[config.mk]
export PLATFORM = sky130hd
export DESIGN_NAME = key_debounce_long_press_core
export DESIGN_NICKNAME = d
export VERILOG_FILES = /design/src/sv/kdlp_pkg.sv /design/src/sv/kdlp_cfg.sv /design/src/sv/kdlp_lane.sv /design/src/sv/kdlp_merge.sv /design/src/sv/key_debounce_long_press_core.sv
export SDC_FILE = /design/constraint.sdc
export NUM_CORES = 1
export LEC_CHECK = 0
export ABC_CLOCK_PERIOD_IN_PS = 5200
export BUFFER_PORTS_ARGS = -buffer_cell sky130_fd_sc_hd__buf_2
export CAP_MARGIN = 20
export CORE_MARGIN = 2
export CORE_UTILIZATION = 65
export CTS_BUF_LIST = sky130_fd_sc_hd__clkbuf_4 sky130_fd_sc_hd__clkbuf_8
export DETAILED_ROUTE_END_ITERATION = 8
export PLACE_DENSITY = 0.83
export SETUP_SLACK_MARGIN = 0.3
export SYNTH_ARGS = -nofsm -noshare
export SYNTH_HDL_FRONTEND = slang
export SYNTH_SLANG_ARGS = --single-unit
[constraint.sdc]
create_clock -name clk_i -period 5.2 [get_ports clk_i]
set_input_delay 0.26 -clock clk_i [delete_from_list [all_inputs] [get_ports clk_i]]
set_output_delay 0.26 -clock clk_i [all_outputs]
set_load 0.02 [all_outputs]
[src/sv/kdlp_pkg.sv]
`default_nettype none

package kdlp_pkg;

  // Key count and debounce depth.
  localparam int unsigned NUM_KEYS       = 4;
  localparam int unsigned STABLE_SAMPLES = 3;

  // Field widths fixed by the interface.
  localparam int unsigned PIN_W  = 4;
  localparam int unsigned MASK_W = 4;
  localparam int unsigned TIME_W = 32;
  localparam int unsigned THR_W  = 16;
  localparam int unsigned CFG_W  = 16;
  localparam int unsigned CNT_W  = $clog2(STABLE_SAMPLES + 1);

  // Threshold constants.
  localparam logic [THR_W-1:0] LONG_MIN_MS   = THR_W'(100);
  localparam logic [THR_W-1:0] HOLD_EXTRA_MS = THR_W'(500);
  localparam logic [THR_W-1:0] LONG_RESET_MS = THR_W'(1000);
  localparam logic [THR_W-1:0] HOLD_RESET_MS = THR_W'(3000);

  // Configuration register indexes.
  typedef enum logic [0:0] {
    CFG_LONG = 1'b0,
    CFG_HOLD = 1'b1
  } cfg_reg_e;

  // Effective thresholds, shared by all lanes.
  typedef struct packed {
    logic [THR_W-1:0] long_ms;
    logic [THR_W-1:0] hold_ms;
  } thr_t;

  // What one lane found during one scan.
  typedef struct packed {
    logic short_evt;
    logic long_evt;
    logic hold_evt;
    logic pressed;
  } lane_evt_t;

  function automatic logic [THR_W-1:0] eff_long_f(input logic [THR_W-1:0] raw);
    eff_long_f = (raw < LONG_MIN_MS) ? LONG_MIN_MS : raw;
  endfunction

  function automatic logic [THR_W-1:0] eff_hold_f(input logic [THR_W-1:0] raw,
                                                  input logic [THR_W-1:0] lng);
    eff_hold_f = (raw < lng) ? THR_W'(lng + HOLD_EXTRA_MS) : raw;
  endfunction

endpackage

`default_nettype wire

[src/sv/kdlp_cfg.sv]
`default_nettype none

module kdlp_cfg (
  input  wire logic                      clk_i,
  input  wire logic                      rst_ni,
  input  wire logic                      cfg_we_i,
  input  wire logic [0:0]                cfg_index_i,
  input  wire logic [kdlp_pkg::CFG_W-1:0] cfg_wdata_i,
  output kdlp_pkg::thr_t                 thr_o
);

  // Raw register values are kept so that the hold clamp sees the long register.
  logic [kdlp_pkg::THR_W-1:0] long_raw_q, long_raw_d;
  logic [kdlp_pkg::THR_W-1:0] hold_raw_q, hold_raw_d;
  kdlp_pkg::thr_t             thr_q, thr_d;
  logic [kdlp_pkg::THR_W-1:0] wdata;

  assign wdata = kdlp_pkg::THR_W'(cfg_wdata_i);

  always_comb begin
    long_raw_d = long_raw_q;
    hold_raw_d = hold_raw_q;
    if (cfg_we_i) begin
      case (kdlp_pkg::cfg_reg_e'(cfg_index_i))
        kdlp_pkg::CFG_LONG: long_raw_d = wdata;
        kdlp_pkg::CFG_HOLD: hold_raw_d = wdata;
        default: ;
      endcase
    end
    thr_d.long_ms = kdlp_pkg::eff_long_f(long_raw_d);
    thr_d.hold_ms = kdlp_pkg::eff_hold_f(hold_raw_d, thr_d.long_ms);
  end

  always_ff @(posedge clk_i or negedge rst_ni) begin
    if (!rst_ni) begin
      long_raw_q    <= kdlp_pkg::LONG_RESET_MS;
      hold_raw_q    <= kdlp_pkg::HOLD_RESET_MS;
      thr_q.long_ms <= kdlp_pkg::LONG_RESET_MS;
      thr_q.hold_ms <= kdlp_pkg::HOLD_RESET_MS;
    end else begin
      long_raw_q <= long_raw_d;
      hold_raw_q <= hold_raw_d;
      thr_q      <= thr_d;
    end
  end

  assign thr_o = thr_q;

endmodule

`default_nettype wire

[src/sv/kdlp_lane.sv]
`default_nettype none

module kdlp_lane (
  input  wire logic                        clk_i,
  input  wire logic                        rst_ni,
  input  wire logic                        en_i,
  input  wire logic                        raw_i,
  input  wire logic [kdlp_pkg::TIME_W-1:0] now_i,
  input  wire kdlp_pkg::thr_t              thr_i,
  output kdlp_pkg::lane_evt_t              evt_o
);

  localparam logic [kdlp_pkg::CNT_W-1:0] CntMax = kdlp_pkg::CNT_W'(kdlp_pkg::STABLE_SAMPLES);

  logic                        prev_q, prev_d;
  logic                        stable_q, stable_d;
  logic [kdlp_pkg::CNT_W-1:0]  cnt_q, cnt_d;
  logic [kdlp_pkg::TIME_W-1:0] start_q, start_d;
  logic                        long_sent_q, long_sent_d;
  logic                        hold_sent_q, hold_sent_d;
  logic [kdlp_pkg::TIME_W-1:0] held;
  logic                        reach_long, reach_hold;

  assign held       = now_i - start_q;
  assign reach_long = held >= kdlp_pkg::TIME_W'(thr_i.long_ms);
  assign reach_hold = held >= kdlp_pkg::TIME_W'(thr_i.hold_ms);

  always_comb begin
    prev_d      = raw_i;
    stable_d    = stable_q;
    start_d     = start_q;
    long_sent_d = long_sent_q;
    hold_sent_d = hold_sent_q;
    evt_o       = '0;

    if (raw_i == prev_q) begin
      cnt_d = (cnt_q < CntMax) ? cnt_q + 1'b1 : cnt_q;
    end else begin
      cnt_d = '0;
    end

    if (cnt_d >= CntMax) begin
      if (stable_q != raw_i) begin
        stable_d = raw_i;
        if (raw_i) begin
          start_d     = now_i;
          long_sent_d = 1'b0;
          hold_sent_d = 1'b0;
        end else if (!long_sent_q && !reach_long) begin
          evt_o.short_evt = 1'b1;
        end
      end else if (stable_q) begin
        if (!long_sent_q && reach_long) begin
          long_sent_d    = 1'b1;
          evt_o.long_evt = 1'b1;
        end
        if (!hold_sent_q && reach_hold) begin
          hold_sent_d    = 1'b1;
          evt_o.hold_evt = 1'b1;
        end
      end
    end
    evt_o.pressed = stable_d;
  end

  always_ff @(posedge clk_i or negedge rst_ni) begin
    if (!rst_ni) begin
      prev_q      <= 1'b0;
      stable_q    <= 1'b0;
      cnt_q       <= '0;
      long_sent_q <= 1'b0;
      hold_sent_q <= 1'b0;
    end else if (en_i) begin
      prev_q      <= prev_d;
      stable_q    <= stable_d;
      cnt_q       <= cnt_d;
      long_sent_q <= long_sent_d;
      hold_sent_q <= hold_sent_d;
    end
  end

  // The start time is only read after a stable press has written it.
  always_ff @(posedge clk_i) begin
    if (en_i) begin
      start_q <= start_d;
    end
  end

endmodule

`default_nettype wire

[src/sv/kdlp_merge.sv]
`default_nettype none

module kdlp_merge (
  input  wire logic                         clk_i,
  input  wire logic                         rst_ni,
  input  wire logic                         in_fire_i,
  input  wire kdlp_pkg::lane_evt_t          evt_i [kdlp_pkg::NUM_KEYS],
  output logic                              full_o,
  output logic                              out_valid_o,
  input  wire logic                         out_stall_i,
  output logic [kdlp_pkg::MASK_W-1:0]       short_mask_o,
  output logic [kdlp_pkg::MASK_W-1:0]       long_mask_o,
  output logic [kdlp_pkg::MASK_W-1:0]       hold_mask_o,
  output logic [kdlp_pkg::MASK_W-1:0]       pressed_mask_o
);

  typedef struct packed {
    logic [kdlp_pkg::MASK_W-1:0] sm;
    logic [kdlp_pkg::MASK_W-1:0] lm;
    logic [kdlp_pkg::MASK_W-1:0] hm;
    logic [kdlp_pkg::MASK_W-1:0] pm;
  } word_t;

  word_t merged;
  word_t out_q, skid_q;
  logic  out_vld_q, skid_vld_q;
  logic  out_fire, out_free;

  // Collect lane flags into masks; keys past the mask width are dropped.
  for (genvar i = 0; i < kdlp_pkg::MASK_W; i++) begin : g_bit
    if (i < kdlp_pkg::NUM_KEYS) begin : g_key
      assign merged.sm[i] = evt_i[i].short_evt;
      assign merged.lm[i] = evt_i[i].long_evt;
      assign merged.hm[i] = evt_i[i].hold_evt;
      assign merged.pm[i] = evt_i[i].pressed;
    end else begin : g_none
      assign merged.sm[i] = 1'b0;
      assign merged.lm[i] = 1'b0;
      assign merged.hm[i] = 1'b0;
      assign merged.pm[i] = 1'b0;
    end
  end

  assign out_fire = out_vld_q && !out_stall_i;
  assign out_free = !out_vld_q || out_fire;

  always_ff @(posedge clk_i or negedge rst_ni) begin
    if (!rst_ni) begin
      out_vld_q  <= 1'b0;
      skid_vld_q <= 1'b0;
    end else begin
      if (out_free) begin
        out_vld_q  <= skid_vld_q || in_fire_i;
        skid_vld_q <= 1'b0;
      end else if (in_fire_i) begin
        skid_vld_q <= 1'b1;
      end
    end
  end

  always_ff @(posedge clk_i) begin
    if (out_free) begin
      out_q <= skid_vld_q ? skid_q : merged;
    end
    if (in_fire_i && !out_free) begin
      skid_q <= merged;
    end
  end

  assign full_o         = skid_vld_q;
  assign out_valid_o    = out_vld_q;
  assign short_mask_o   = out_q.sm;
  assign long_mask_o    = out_q.lm;
  assign hold_mask_o    = out_q.hm;
  assign pressed_mask_o = out_q.pm;

endmodule

`default_nettype wire

[src/sv/key_debounce_long_press_core.sv]
// Debounce and press-duration events for four active-low keys.
// Input channel: each word is one scan, the raw pin levels of the keys
// (0 means pressed) and a millisecond timestamp. It is taken at a rising
// edge where in_valid_i is high and in_stall_o is low.
// Output channel: one word per scan with SHORT, LONG and HOLD event masks and
// the stably pressed mask, handed over when out_valid_o is high and
// out_stall_i is low.
// Every key has its own lane that holds its debounce counter and press state;
// all lanes work on the same scan in the same cycle, and the merge stage
// packs their flags into masks. A result is registered in the output or skid
// register; one scan per cycle is sustained while the receiver does not stall,
// limited by the lane state update each scan must see from the scan before.
// A two-word output stage (output register plus skid register) lets a new
// scan be taken while a result waits; in_stall_o rises only when both words
// are occupied by a stalled receiver, and nothing is lost or repeated.
// Reset (rst_ni low) releases all keys, clears the counters and event flags,
// empties the output stage, loads thresholds of 1000/3000 ms. The user writes
// thresholds via cfg_we_i/cfg_index_i/cfg_wdata_i only in idle (not enforced).
`default_nettype none

module key_debounce_long_press_core (
  input  wire logic                         clk_i,
  input  wire logic                         rst_ni,
  input  wire logic                         cfg_we_i,
  input  wire logic [0:0]                   cfg_index_i,
  input  wire logic [kdlp_pkg::CFG_W-1:0]   cfg_wdata_i,
  input  wire logic                         in_valid_i,
  output logic                              in_stall_o,
  input  wire logic [kdlp_pkg::PIN_W-1:0]   key_pins_n_i,
  input  wire logic [kdlp_pkg::TIME_W-1:0]  now_ms_i,
  output logic                              out_valid_o,
  input  wire logic                         out_stall_i,
  output logic [kdlp_pkg::MASK_W-1:0]       short_mask_o,
  output logic [kdlp_pkg::MASK_W-1:0]       long_mask_o,
  output logic [kdlp_pkg::MASK_W-1:0]       hold_mask_o,
  output logic [kdlp_pkg::MASK_W-1:0]       pressed_mask_o
);

  kdlp_pkg::thr_t      thr;
  kdlp_pkg::lane_evt_t evt [kdlp_pkg::NUM_KEYS];
  logic                full;
  logic                in_fire;

  // The stall is registered state of the output stage, never the receiver's
  // stall itself, so the upstream side sees no combinational path.
  assign in_stall_o = full;
  assign in_fire    = in_valid_i && !full;

  // Effective thresholds are clamped when written, so lanes compare directly.
  kdlp_cfg u_cfg (
    .clk_i       (clk_i),
    .rst_ni      (rst_ni),
    .cfg_we_i    (cfg_we_i),
    .cfg_index_i (cfg_index_i),
    .cfg_wdata_i (cfg_wdata_i),
    .thr_o       (thr)
  );

  for (genvar i = 0; i < kdlp_pkg::NUM_KEYS; i++) begin : g_lane
    logic raw;
    // Keys without a pin bit read as released.
    if (i < kdlp_pkg::PIN_W) begin : g_pin
      assign raw = !key_pins_n_i[i];
    end else begin : g_nopin
      assign raw = 1'b0;
    end

    kdlp_lane u_lane (
      .clk_i  (clk_i),
      .rst_ni (rst_ni),
      .en_i   (in_fire),
      .raw_i  (raw),
      .now_i  (now_ms_i),
      .thr_i  (thr),
      .evt_o  (evt[i])
    );
  end

  kdlp_merge u_merge (
    .clk_i          (clk_i),
    .rst_ni         (rst_ni),
    .in_fire_i      (in_fire),
    .evt_i          (evt),
    .full_o         (full),
    .out_valid_o    (out_valid_o),
    .out_stall_i    (out_stall_i),
    .short_mask_o   (short_mask_o),
    .long_mask_o    (long_mask_o),
    .hold_mask_o    (hold_mask_o),
    .pressed_mask_o (pressed_mask_o)
  );

endmodule

`default_nettype wire
==> results.md, run 1 <==
Pwr:
- The net switching power of the design is 2.564 mW.
- The design internal power is 4.525 mW.
- IR analysis of the VDD net gives a maximum drop of 0.0002797 V.
- The switching share of power is 36.17%.
- Sequential cells burn 35.6% of the power.
- The clock network fraction of design power is 29.0%.
- The cell leakage power is 10.38 nW.
- The part of the total power dissipated in combinational logic is 35.4%.
- The power per standard cell area is 301.1 nW/um^2.

Min path:
- The launch point of the worst hold path is now_ms_i[14].
- In this run the worst hold path is classified as in2reg.

Run status:
- The run finished with clean final reports.

Run:
- The max capacitance violation total is 0.

Clocking:
- At the later pin of the worst-skew pair, clock insertion delay measures 0.63 ns.
- The post-cts gate resize count is 0.
- Once the clock tree was built, the setup fixing pass inserted 0 buffers.
- Clock-pin slew was measured on the worst setup and hold paths at 0.06 ns.
- TritonCTS built the clock tree.
- The H-tree was split into 2 levels.
- The number of clock buffers added by TritonCTS is 45.
- For this design, the sink count on the clock tree is 250.
- The cell sitting at the root of the clock tree is a sky130_fd_sc_hd__clkbuf_8.
- The maximum number of buffers from clock root to sink is 3.

Layout:
- The fraction of final layout cells with drive strength greater than 1 is 10.56%.
- The count of antenna diodes in the layout is 0.
- The area added between synthesis and finish is 10.34%.
- Measured on the finished design, the core utilization comes to 72.55%.
- The layout net count is 2,822.

Drt:
- The routed length per instance is 20.87 um.
- The total length of routed wires is 61,820 um.
- In the routed design, unresolved DRC markers number 0.
- For this block, the initial DRC count from the detailed router was 1,562.
- The detailed-routing iteration count for the pre-antenna-repair pass is 5.
- The count of antenna-violating nets left after detailed routing is 0.
- The per-cell via count in the routed design is 6.502.
- The via count of the routed design is 19.26k.

Logic synthesis:
- Among all flip-flop cells after synthesis, the most frequent one is sky130_fd_sc_hd__edfxtp_1.
- Sequential elements use 33.22% of the synthesized area.
- The synthesized design spends more area on one cell type than any other, namely sky130_fd_sc_hd__edfxtp_1.
- The mean instance size in the synthesized netlist is 8.993 sq um.
- The fraction of synthesized cell area taken by the top area cell type is 22.52%.
- The number of nets handed over by synthesis was 2,711.
- In the synthesized netlist the async set-or-reset flop fraction comes to 36.00%.
- After technology mapping, the gate count stands at 2,373.
- The number of synthesized flops with an enable pin is 160.
- The netlist uses 103 different library cells.
- By area the synthesized netlist is led by sky130_fd_sc_hd__edfxtp_1, sky130_fd_sc_hd__ha_1, sky130_fd_sc_hd__dfrtp_1, sky130_fd_sc_hd__a21oi_1, sky130_fd_sc_hd__inv_1.
- The total standard cell area after synthesis is 21,340 sq um.
- Yosys printed 0 warnings.
- After synthesis the netlist holds a flip-flop and latch count of 250.

STA:
- The total count of max-transition violations in the final report is 0.
- The slew of the pin with the lowest slew margin is 1.024 ns.
- The portion of the clock cycle consumed by the worst path in the final layout is 88.98%.
- The number of setup violations in the final report is 0.
- The worst clock skew is 0.03058 ns.
- Subtracting the final worst setup slack from the clock period gives 4.627 ns.
- The total count of hold-check failures in the final report came to 0.
- Setup repair after global routing left no endpoint under its margin.
- Based on the critical path, the design can be clocked at up to 0.2161 GHz.
- The worst max-slew margin expressed relative to the limit is 31.57%.
- For the final routed database, the setup TNS stands at 0 ns.

Floorplan:
- For this configuration, the core starts out at a cell density of 65.75%.
- The die is 185.2 um tall.
- The die covers 34,300 sq um.
- The floorplan die width is 185.2 um.
- 76 I/O pins were placed.
- The floorplan step defined a core boundary enclosing 32,450 sq um.
- The floorplan row count is 66.

Global routing:
- Across every metal layer, demand over resource in global routing totals 36.19%.
- The maximum number of pins on one net before global-route repair is 70.
- The number of global-route vias before repair is 18.81k.
- The first global-routing pass estimated 97,000 um of wire.
- The final global-route overflow total is 0.
- The initial antenna violation count was 0.

Setup path:
- STA classifies the critical path endpoint as a flip-flop.
- The worst register-to-register path begins at g_lane[0].u_lane.start_q[0]$_DFFE_PP_.
- The largest fanout on the critical path is 5.
- Data on the critical path is required at its endpoint by 5.56 ns.
- The start-to-end type of the worst setup path is in2reg.
- The startpoint class of the critical path is an input port.
- Data on the critical path arrives at its endpoint at 4.99 ns.
- The critical path starts at now_ms_i[0].

Placed design:
- The routability congestion estimate from global placement is 0.9638.
- The count of buffers added on input and output ports is 75.
- The half-perimeter wire length of the detailed placement result is 47,340 um.
[cell usage after synthesis (18+ instances only)]
| library cell | number |
|---|---|
| sky130_fd_sc_hd__xor2_1 | 32 |
| sky130_fd_sc_hd__o21a_1 | 33 |
| sky130_fd_sc_hd__nor3_1 | 57 |
| sky130_fd_sc_hd__ha_1 | 276 |
| sky130_fd_sc_hd__nand2_1 | 172 |
| sky130_fd_sc_hd__xnor2_1 | 66 |
| sky130_fd_sc_hd__a21oi_1 | 199 |
| sky130_fd_sc_hd__a31oi_1 | 20 |
| sky130_fd_sc_hd__nor2_1 | 166 |
| sky130_fd_sc_hd__and2_1 | 18 |
| sky130_fd_sc_hd__mux2_2 | 29 |
| sky130_fd_sc_hd__dfstp_2 | 26 |
| sky130_fd_sc_hd__edfxtp_1 | 160 |
| sky130_fd_sc_hd__dfrtp_1 | 64 |
| sky130_fd_sc_hd__nand3_1 | 46 |
| sky130_fd_sc_hd__inv_1 | 235 |
| sky130_fd_sc_hd__a211oi_1 | 32 |
| sky130_fd_sc_hd__o211ai_1 | 26 |
| sky130_fd_sc_hd__nand4_1 | 50 |
| sky130_fd_sc_hd__clkbuf_1 | 52 |
| sky130_fd_sc_hd__mux2i_1 | 26 |
| sky130_fd_sc_hd__o21ai_0 | 138 |
| sky130_fd_sc_hd__nor4_1 | 22 |
| sky130_fd_sc_hd__nand2b_1 | 43 |
| sky130_fd_sc_hd__a21o_1 | 66 |
[power by group through the flow]
stage / logic, mW / clock network, mW / registers (mW)
after floorplan: 1.67 / 0 / 2.55
after global placement: 2.29 / 0 / 2.54
after detailed placement: 2.39 / 0 / 2.55
after CTS: 2.45 / 2.08 / 2.52
after global routing: 2.78 / 2.16 / 2.54
final: 2.51 / 2.06 / 2.52
[cell usage in the layout (no fill, tap or decap), types with 13 or more instances in the layout]
cell                            Yosys  layout
sky130_fd_sc_hd__ha_1             276     276
sky130_fd_sc_hd__inv_1            235     235
sky130_fd_sc_hd__a21oi_1          199     199
sky130_fd_sc_hd__nand2_1          172     172
sky130_fd_sc_hd__nor2_1           166     165
sky130_fd_sc_hd__edfxtp_1         160     160
sky130_fd_sc_hd__o21ai_0          138     138
sky130_fd_sc_hd__buf_2             13      74
sky130_fd_sc_hd__a21o_1            66      66
sky130_fd_sc_hd__xnor2_1           66      66
sky130_fd_sc_hd__dfrtp_1           64      64
sky130_fd_sc_hd__nor3_1            57      56
sky130_fd_sc_hd__clkbuf_8           0      55
sky130_fd_sc_hd__nand4_1           50      50
sky130_fd_sc_hd__nand3_1           46      46
sky130_fd_sc_hd__dlygate4sd3_1      0      45
sky130_fd_sc_hd__nand2b_1          43      43
sky130_fd_sc_hd__o21a_1            33      33
sky130_fd_sc_hd__xor2_1            32      32
sky130_fd_sc_hd__a211oi_1          32      32
sky130_fd_sc_hd__mux2_2            29      29
sky130_fd_sc_hd__o211ai_1          26      26
sky130_fd_sc_hd__mux2i_1           26      26
sky130_fd_sc_hd__dfstp_2           26      26
sky130_fd_sc_hd__a31oi_1           20      20
sky130_fd_sc_hd__nor4_1            22      20
sky130_fd_sc_hd__and2_1            18      18
sky130_fd_sc_hd__buf_4              2      17
sky130_fd_sc_hd__or3_1             15      15
sky130_fd_sc_hd__o31ai_1           15      15
sky130_fd_sc_hd__a2111oi_0         13      13
sky130_fd_sc_hd__o2111ai_1         13      13
[through the flow]
step	hold slack, ns	setup WS [ns]	total power, mW	cells	instance area (sq um)
CTS	0.001004	0.7716	7.046	2962	23550
global placement	0.1675	0.6926	4.834	2834	22100
global route	0.02686	0.4107	7.485	2962	23550
finish	0.04060	0.5729	7.090	2962	23550
detailed placement	0.1651	0.6767	4.938	2834	22100
floorplan	-0.03559	0.4911	4.220	2373	21340
[metal layers]
metal  vias to the layer above  track usage [%]  part of all wire (%)
li1                       9022                -                     -
met1                      9193            45.93                    41
met2                       857            61.71                    48
met3                       188            4.817                   6.6
met4                         0            16.06                   4.2
met5                         -                0                     0
[registers in the layout, indices dropped and copies added (netlist names)]
name,count
u_merge.out_valid_o,1
u_merge.full_o,1
g_lane.u_lane.stable_q,4
g_lane.u_lane.prev_q,4
g_lane.u_lane.hold_sent_q,4
g_lane.u_lane.start_q,128
u_cfg.thr_o,32
u_merge.hold_mask_o,4
g_lane.u_lane.cnt_q,8
u_merge.long_mask_o,4
u_merge.skid_q,16
u_merge.short_mask_o,4
u_cfg.hold_raw_q,16
g_lane.u_lane.long_sent_q,4
u_merge.pressed_mask_o,4
u_cfg.long_raw_q,16
[path summary, 6_finish.rpt]
path | endpoint | slack (ns) | cells past startpoint
max | u_merge.hold_mask_o[0]$_DFFE_PN_ | 0.57 | 15
min | g_lane[3].u_lane.start_q[14]$_DFFE_PP_ | 0.04 | 1
max reg2reg | u_merge.hold_mask_o[0]$_DFFE_PN_ | 0.68 | 12
min reg2reg | u_cfg.long_raw_q[1]$_DFF_PN0_ | 0.49 | 2
max in group asynchronous | u_cfg.thr_o[30]$_DFF_PN0_ | 3.91 | 3
min in group asynchronous | g_lane[0].u_lane.prev_q$_DFFE_PN0P_ | 0.08 | 2
[cell type report]
| class | instances | area, sq um |
|---|---|---|
| Inverter | 237 | 889.6 |
| Multi-Input combinational cell | 1814 | 13070 |
| Tap cell | 442 | 553.0 |
| Clock buffer | 64 | 824.5 |
| Fill cell | 2382 | 8909 |
| Timing Repair Buffer | 136 | 948.4 |
| Sequential cell | 250 | 7089 |
| Clock inverter | 19 | 171.4 |
[worst max-delay path, stage by stage]
cell                            delay [ns]
sky130_fd_sc_hd__dlygate4sd3_1        0.54
sky130_fd_sc_hd__buf_2                0.16
sky130_fd_sc_hd__inv_1                0.12
sky130_fd_sc_hd__ha_1                 0.24
sky130_fd_sc_hd__fa_1                 0.42
sky130_fd_sc_hd__nand2b_1             0.19
sky130_fd_sc_hd__a21oi_1              0.25
sky130_fd_sc_hd__o21ai_1              0.27
sky130_fd_sc_hd__o31ai_1              0.65
sky130_fd_sc_hd__xor2_1               0.13
sky130_fd_sc_hd__or4_1                0.41
sky130_fd_sc_hd__or4_1                0.53
sky130_fd_sc_hd__nor4_1               0.49
sky130_fd_sc_hd__buf_4                0.25
sky130_fd_sc_hd__o41ai_1              0.07
[cell families after synthesis]
logic type | Yosys count | synth area share (%)
compound gates | 698 | 21.45
xor+xnor | 98 | 4.022
fa+ha+maj | 280 | 16.56
buf+inv | 309 | 5.652
flops | 250 | 33.22
mux | 67 | 3.401
simple gates | 671 | 15.70
[repair_timing]
action,in CTS,in global routing
setup endpoints to repair,0,0
hold buffers,45,0
endpoints found under the hold margin,130,0
(Power assumes the default switching activity.)
==> run 2, diff against run 1 <==
--- a/config.mk
+++ b/config.mk
@@ -9,10 +9,11 @@
 export BUFFER_PORTS_ARGS = -buffer_cell sky130_fd_sc_hd__buf_2
 export CAP_MARGIN = 20
 export CORE_MARGIN = 2
-export CORE_UTILIZATION = 65
+export CORE_UTILIZATION = 50
 export CTS_BUF_LIST = sky130_fd_sc_hd__clkbuf_4 sky130_fd_sc_hd__clkbuf_8
 export DETAILED_ROUTE_END_ITERATION = 8
-export PLACE_DENSITY = 0.83
+export GPL_TIMING_DRIVEN = 0
+export PLACE_DENSITY = 0.67
 export SETUP_SLACK_MARGIN = 0.3
 export SYNTH_ARGS = -nofsm -noshare
 export SYNTH_HDL_FRONTEND = slang
==> results.md, run 2 (synthesis gave the netlist of run 1 again) <==
Clocking:
- The number of sinks driven by the clock tree is 250.
- The total CTS buffers is 45.
- The clock tree root buffer cell is sky130_fd_sc_hd__clkbuf_8.
- The latest clock arrival within the worst-skew pair is 0.62 ns.
- The TritonCTS clock tree is built.
- After clock tree synthesis, the clock-pin slew on the worst setup and hold paths is 0.06 ns.
- Post-CTS timing repair inserted 0 buffers for setup.
- The count of H-tree levels built during CTS is 2.
- The maximum number of buffers from clock root to sink is 3.

Global routing:
- The initial antenna violation count is 0.
- The total global-route track usage is 28.10%.
- The number of global-route vias before repair was 18.66k.
- The final global-route overflow total is 0.
- The first global-routing pass estimated 99,180 um of wire.
- The maximum number of pins on one net before global-route repair is 51.

Placed design:
- Summing all placed instances gives a cell area of 22,580 sq um.
- Once detailed placement completed, the half-perimeter wirelength came to 49,120 um.
- The total of buffers placed on input and output ports is 75.
- At the end of routability-driven placement, the weighted congestion stood at 0.9236.

Pwr:
- For this design the static power due to leakage is 10.61 nW.
- VDD sags by at most 0.0001976 V.
- The design draws 7.282 mW.
- The power per standard cell area is 300.8 nW/um^2.

STA:
- Setup repair after global routing left no endpoint under its margin.
- Setup violations remaining at the end of the flow were counted as 0.
- The worst path in the final design needs a cycle of 4.592 ns, including I/O delays and setup.
- The total count of max-transition violations in the final report was 0.
- The total count of hold-check failures in the final report is 0.
- Dividing the final minimum period by the clock period gives 88.30%.
- For the pin with the worst max-slew slack, the measured transition is 0.9874 ns.
- For the final routed database, the setup TNS stands at 0 ns.
- The worst pin sits at a relative slew slack of 33.66%.
- The worst clock skew is 0.03175 ns.
- For this run, the top clock speed supported by timing is 0.2178 GHz.

Layout:
- Cells with a size suffix above 1 make up 10.95% of the layout.
- Once layout is complete, the utilization of the core stands at 57.59%.
- The most common cell after layout, fill and taps aside is sky130_fd_sc_hd__ha_1.
- The register with the most flip-flops in the layout has 128 of them.
- The count of antenna diodes in the layout is 0.
- The top cell types in the final layout, fill and taps aside, are sky130_fd_sc_hd__ha_1, sky130_fd_sc_hd__inv_1, sky130_fd_sc_hd__a21oi_1.
- The sequential cells in the finished layout cover a total of 7089 sq um.
- The total area of multi-input combinational cells is 13,100 sq um.
- The area added between synthesis and finish is 13.45%.
- The layout filler cell count is 3,806.
- At the end of the flow, the number of nets in the layout was 2,900.
- Once layout is done, the placed cells without fillers occupy 24,210 sq um.
- The register with the most flip-flops in the final layout is g_lane.u_lane.start_q.

Drt:
- The via count of the routed design is 18.95k.
- The count of nets left with antenna violations once routing finished came out at 0.
- The routed length per instance is 19.77 um.
- In the routed design, unresolved DRC markers number 0.
- The per-cell via count in the routed design is 6.049.
- The detailed router finished its first iteration with 1,450 violations.
- The total length of routed wires is 61,950 um.
- The first detailed-routing pass took 6 iterations.

Setup path:
- The data arrival time of the worst path is 4.92 ns.
- Of all nets on the critical path, the largest fanout is 5.
- The reg-to-reg startpoint is g_lane[0].u_lane.start_q[0]$_DFFE_PP_.
- The startpoint class of the critical path is a flip-flop.
- The worst setup path is captured at a flip-flop.
- The worst setup path startpoint is g_lane[0].u_lane.start_q[0]$_DFFE_PP_.
- STA puts the critical path data required time at 5.53 ns.
- The start-to-end type of the worst setup path is reg2reg.

Floorplan:
- Row generation in the floorplan step produced 75 rows.
- The height of the chip is 210.6 um.
- The die outline area is 44,350 sq um.
- Once the floorplan was initialized, standard cells occupied 50.76% of the core.
- 76 I/O pins were placed.
- The core outline area is 42,040 sq um.
- The floorplan die width is 210.6 um.

Run status:
- The run finished with clean final reports.

Min path:
- The launch point of the worst hold path is now_ms_i[25].
- The min-delay analysis places its worst path in the category in2reg.

Run:
- The tool flagged a number of max-cap violations equal to 0.
## run 2: changes by cell type in the layout (fill, tap and decap cells not counted), sizes merged
| cell | change |
|---|---|
| bufinv | +6 |
| buf | +19 |
| clkbuf | +45 |
| clkinv | -3 |
| dlygate4sd3 | +6 |
| inv | +1 |
## run 2: cell type report
cell class	count	share of cell area, %
multi-input cells	1814	54.09
well taps	539	2.786
flip-flops and latches	250	29.28
plain buffers	72	1.308
clock inverters	23	1.468
repair buffers	142	4.336
clock buffers	56	3.054
inverters	237	3.675
## run 2: critical path: stages (launching register included)
cell and delay [ns]:
sky130_fd_sc_hd__edfxtp_1 0.37, sky130_fd_sc_hd__ha_1 0.23, sky130_fd_sc_hd__fa_1 0.41, sky130_fd_sc_hd__nand2b_1 0.19, sky130_fd_sc_hd__a21oi_1 0.29, sky130_fd_sc_hd__o21ai_1 0.24
sky130_fd_sc_hd__o31ai_1 0.64, sky130_fd_sc_hd__xor2_1 0.15, sky130_fd_sc_hd__or4_1 0.41, sky130_fd_sc_hd__or4_1 0.56, sky130_fd_sc_hd__nor4_4 0.65, sky130_fd_sc_hd__o41ai_1 0.16
## run 2: power by group
| group | switching (mW) | internal [mW] |
|---|---|---|
| logic | 1.53 | 0.962 |
| clock network | 0.889 | 1.39 |
| registers | 0.127 | 2.39 |
## run 2: final timing paths
kind | endpoint | slack [ns] | cells after the start
setup / recovery | u_merge.long_mask_o[0]$_DFFE_PN_ | 0.61 | 11
hold / removal | g_lane[3].u_lane.start_q[25]$_DFFE_PP_ | 0.05 | 1
setup reg to reg | u_merge.long_mask_o[0]$_DFFE_PN_ | 0.61 | 11
hold reg to reg | u_cfg.long_raw_q[1]$_DFF_PN0_ | 0.49 | 2
max in group asynchronous | u_cfg.hold_raw_q[11]$_DFF_PN1_ | 4.31 | 3
min in group asynchronous | u_cfg.hold_raw_q[1]$_DFF_PN0_ | 0.19 | 2
## run 2: what timing repair did
item | CTS | global route
hold buffers | 51 | 0
endpoints found under the hold margin | 161 | 0
gates resized for setup | 1 | 2
endpoints found under the setup margin | 1 | 4
## run 2: per-stage QoR
step                      hold WS [ns]  cells  worst slack (ns)
after global routing          0.007768   3133            0.3514
after detailed placement        0.2974   3002            0.1592
after CTS                    0.0009655   3132            0.3135
after floorplan               -0.03559   2373            0.4911
after global placement          0.4645   2987            -1.568
final                          0.04730   3133            0.6083
## run 2: layer usage
metal | part of all wire, % | global-route usage (%) | vias up
met5 | 0 | 0 | -
met3 | 5.0 | 3.680 | 101
met2 | 47 | 47.58 | 528
met1 | 45 | 37.77 | 9161
met4 | 2.5 | 7.892 | 0
li1 | - | - | 9163
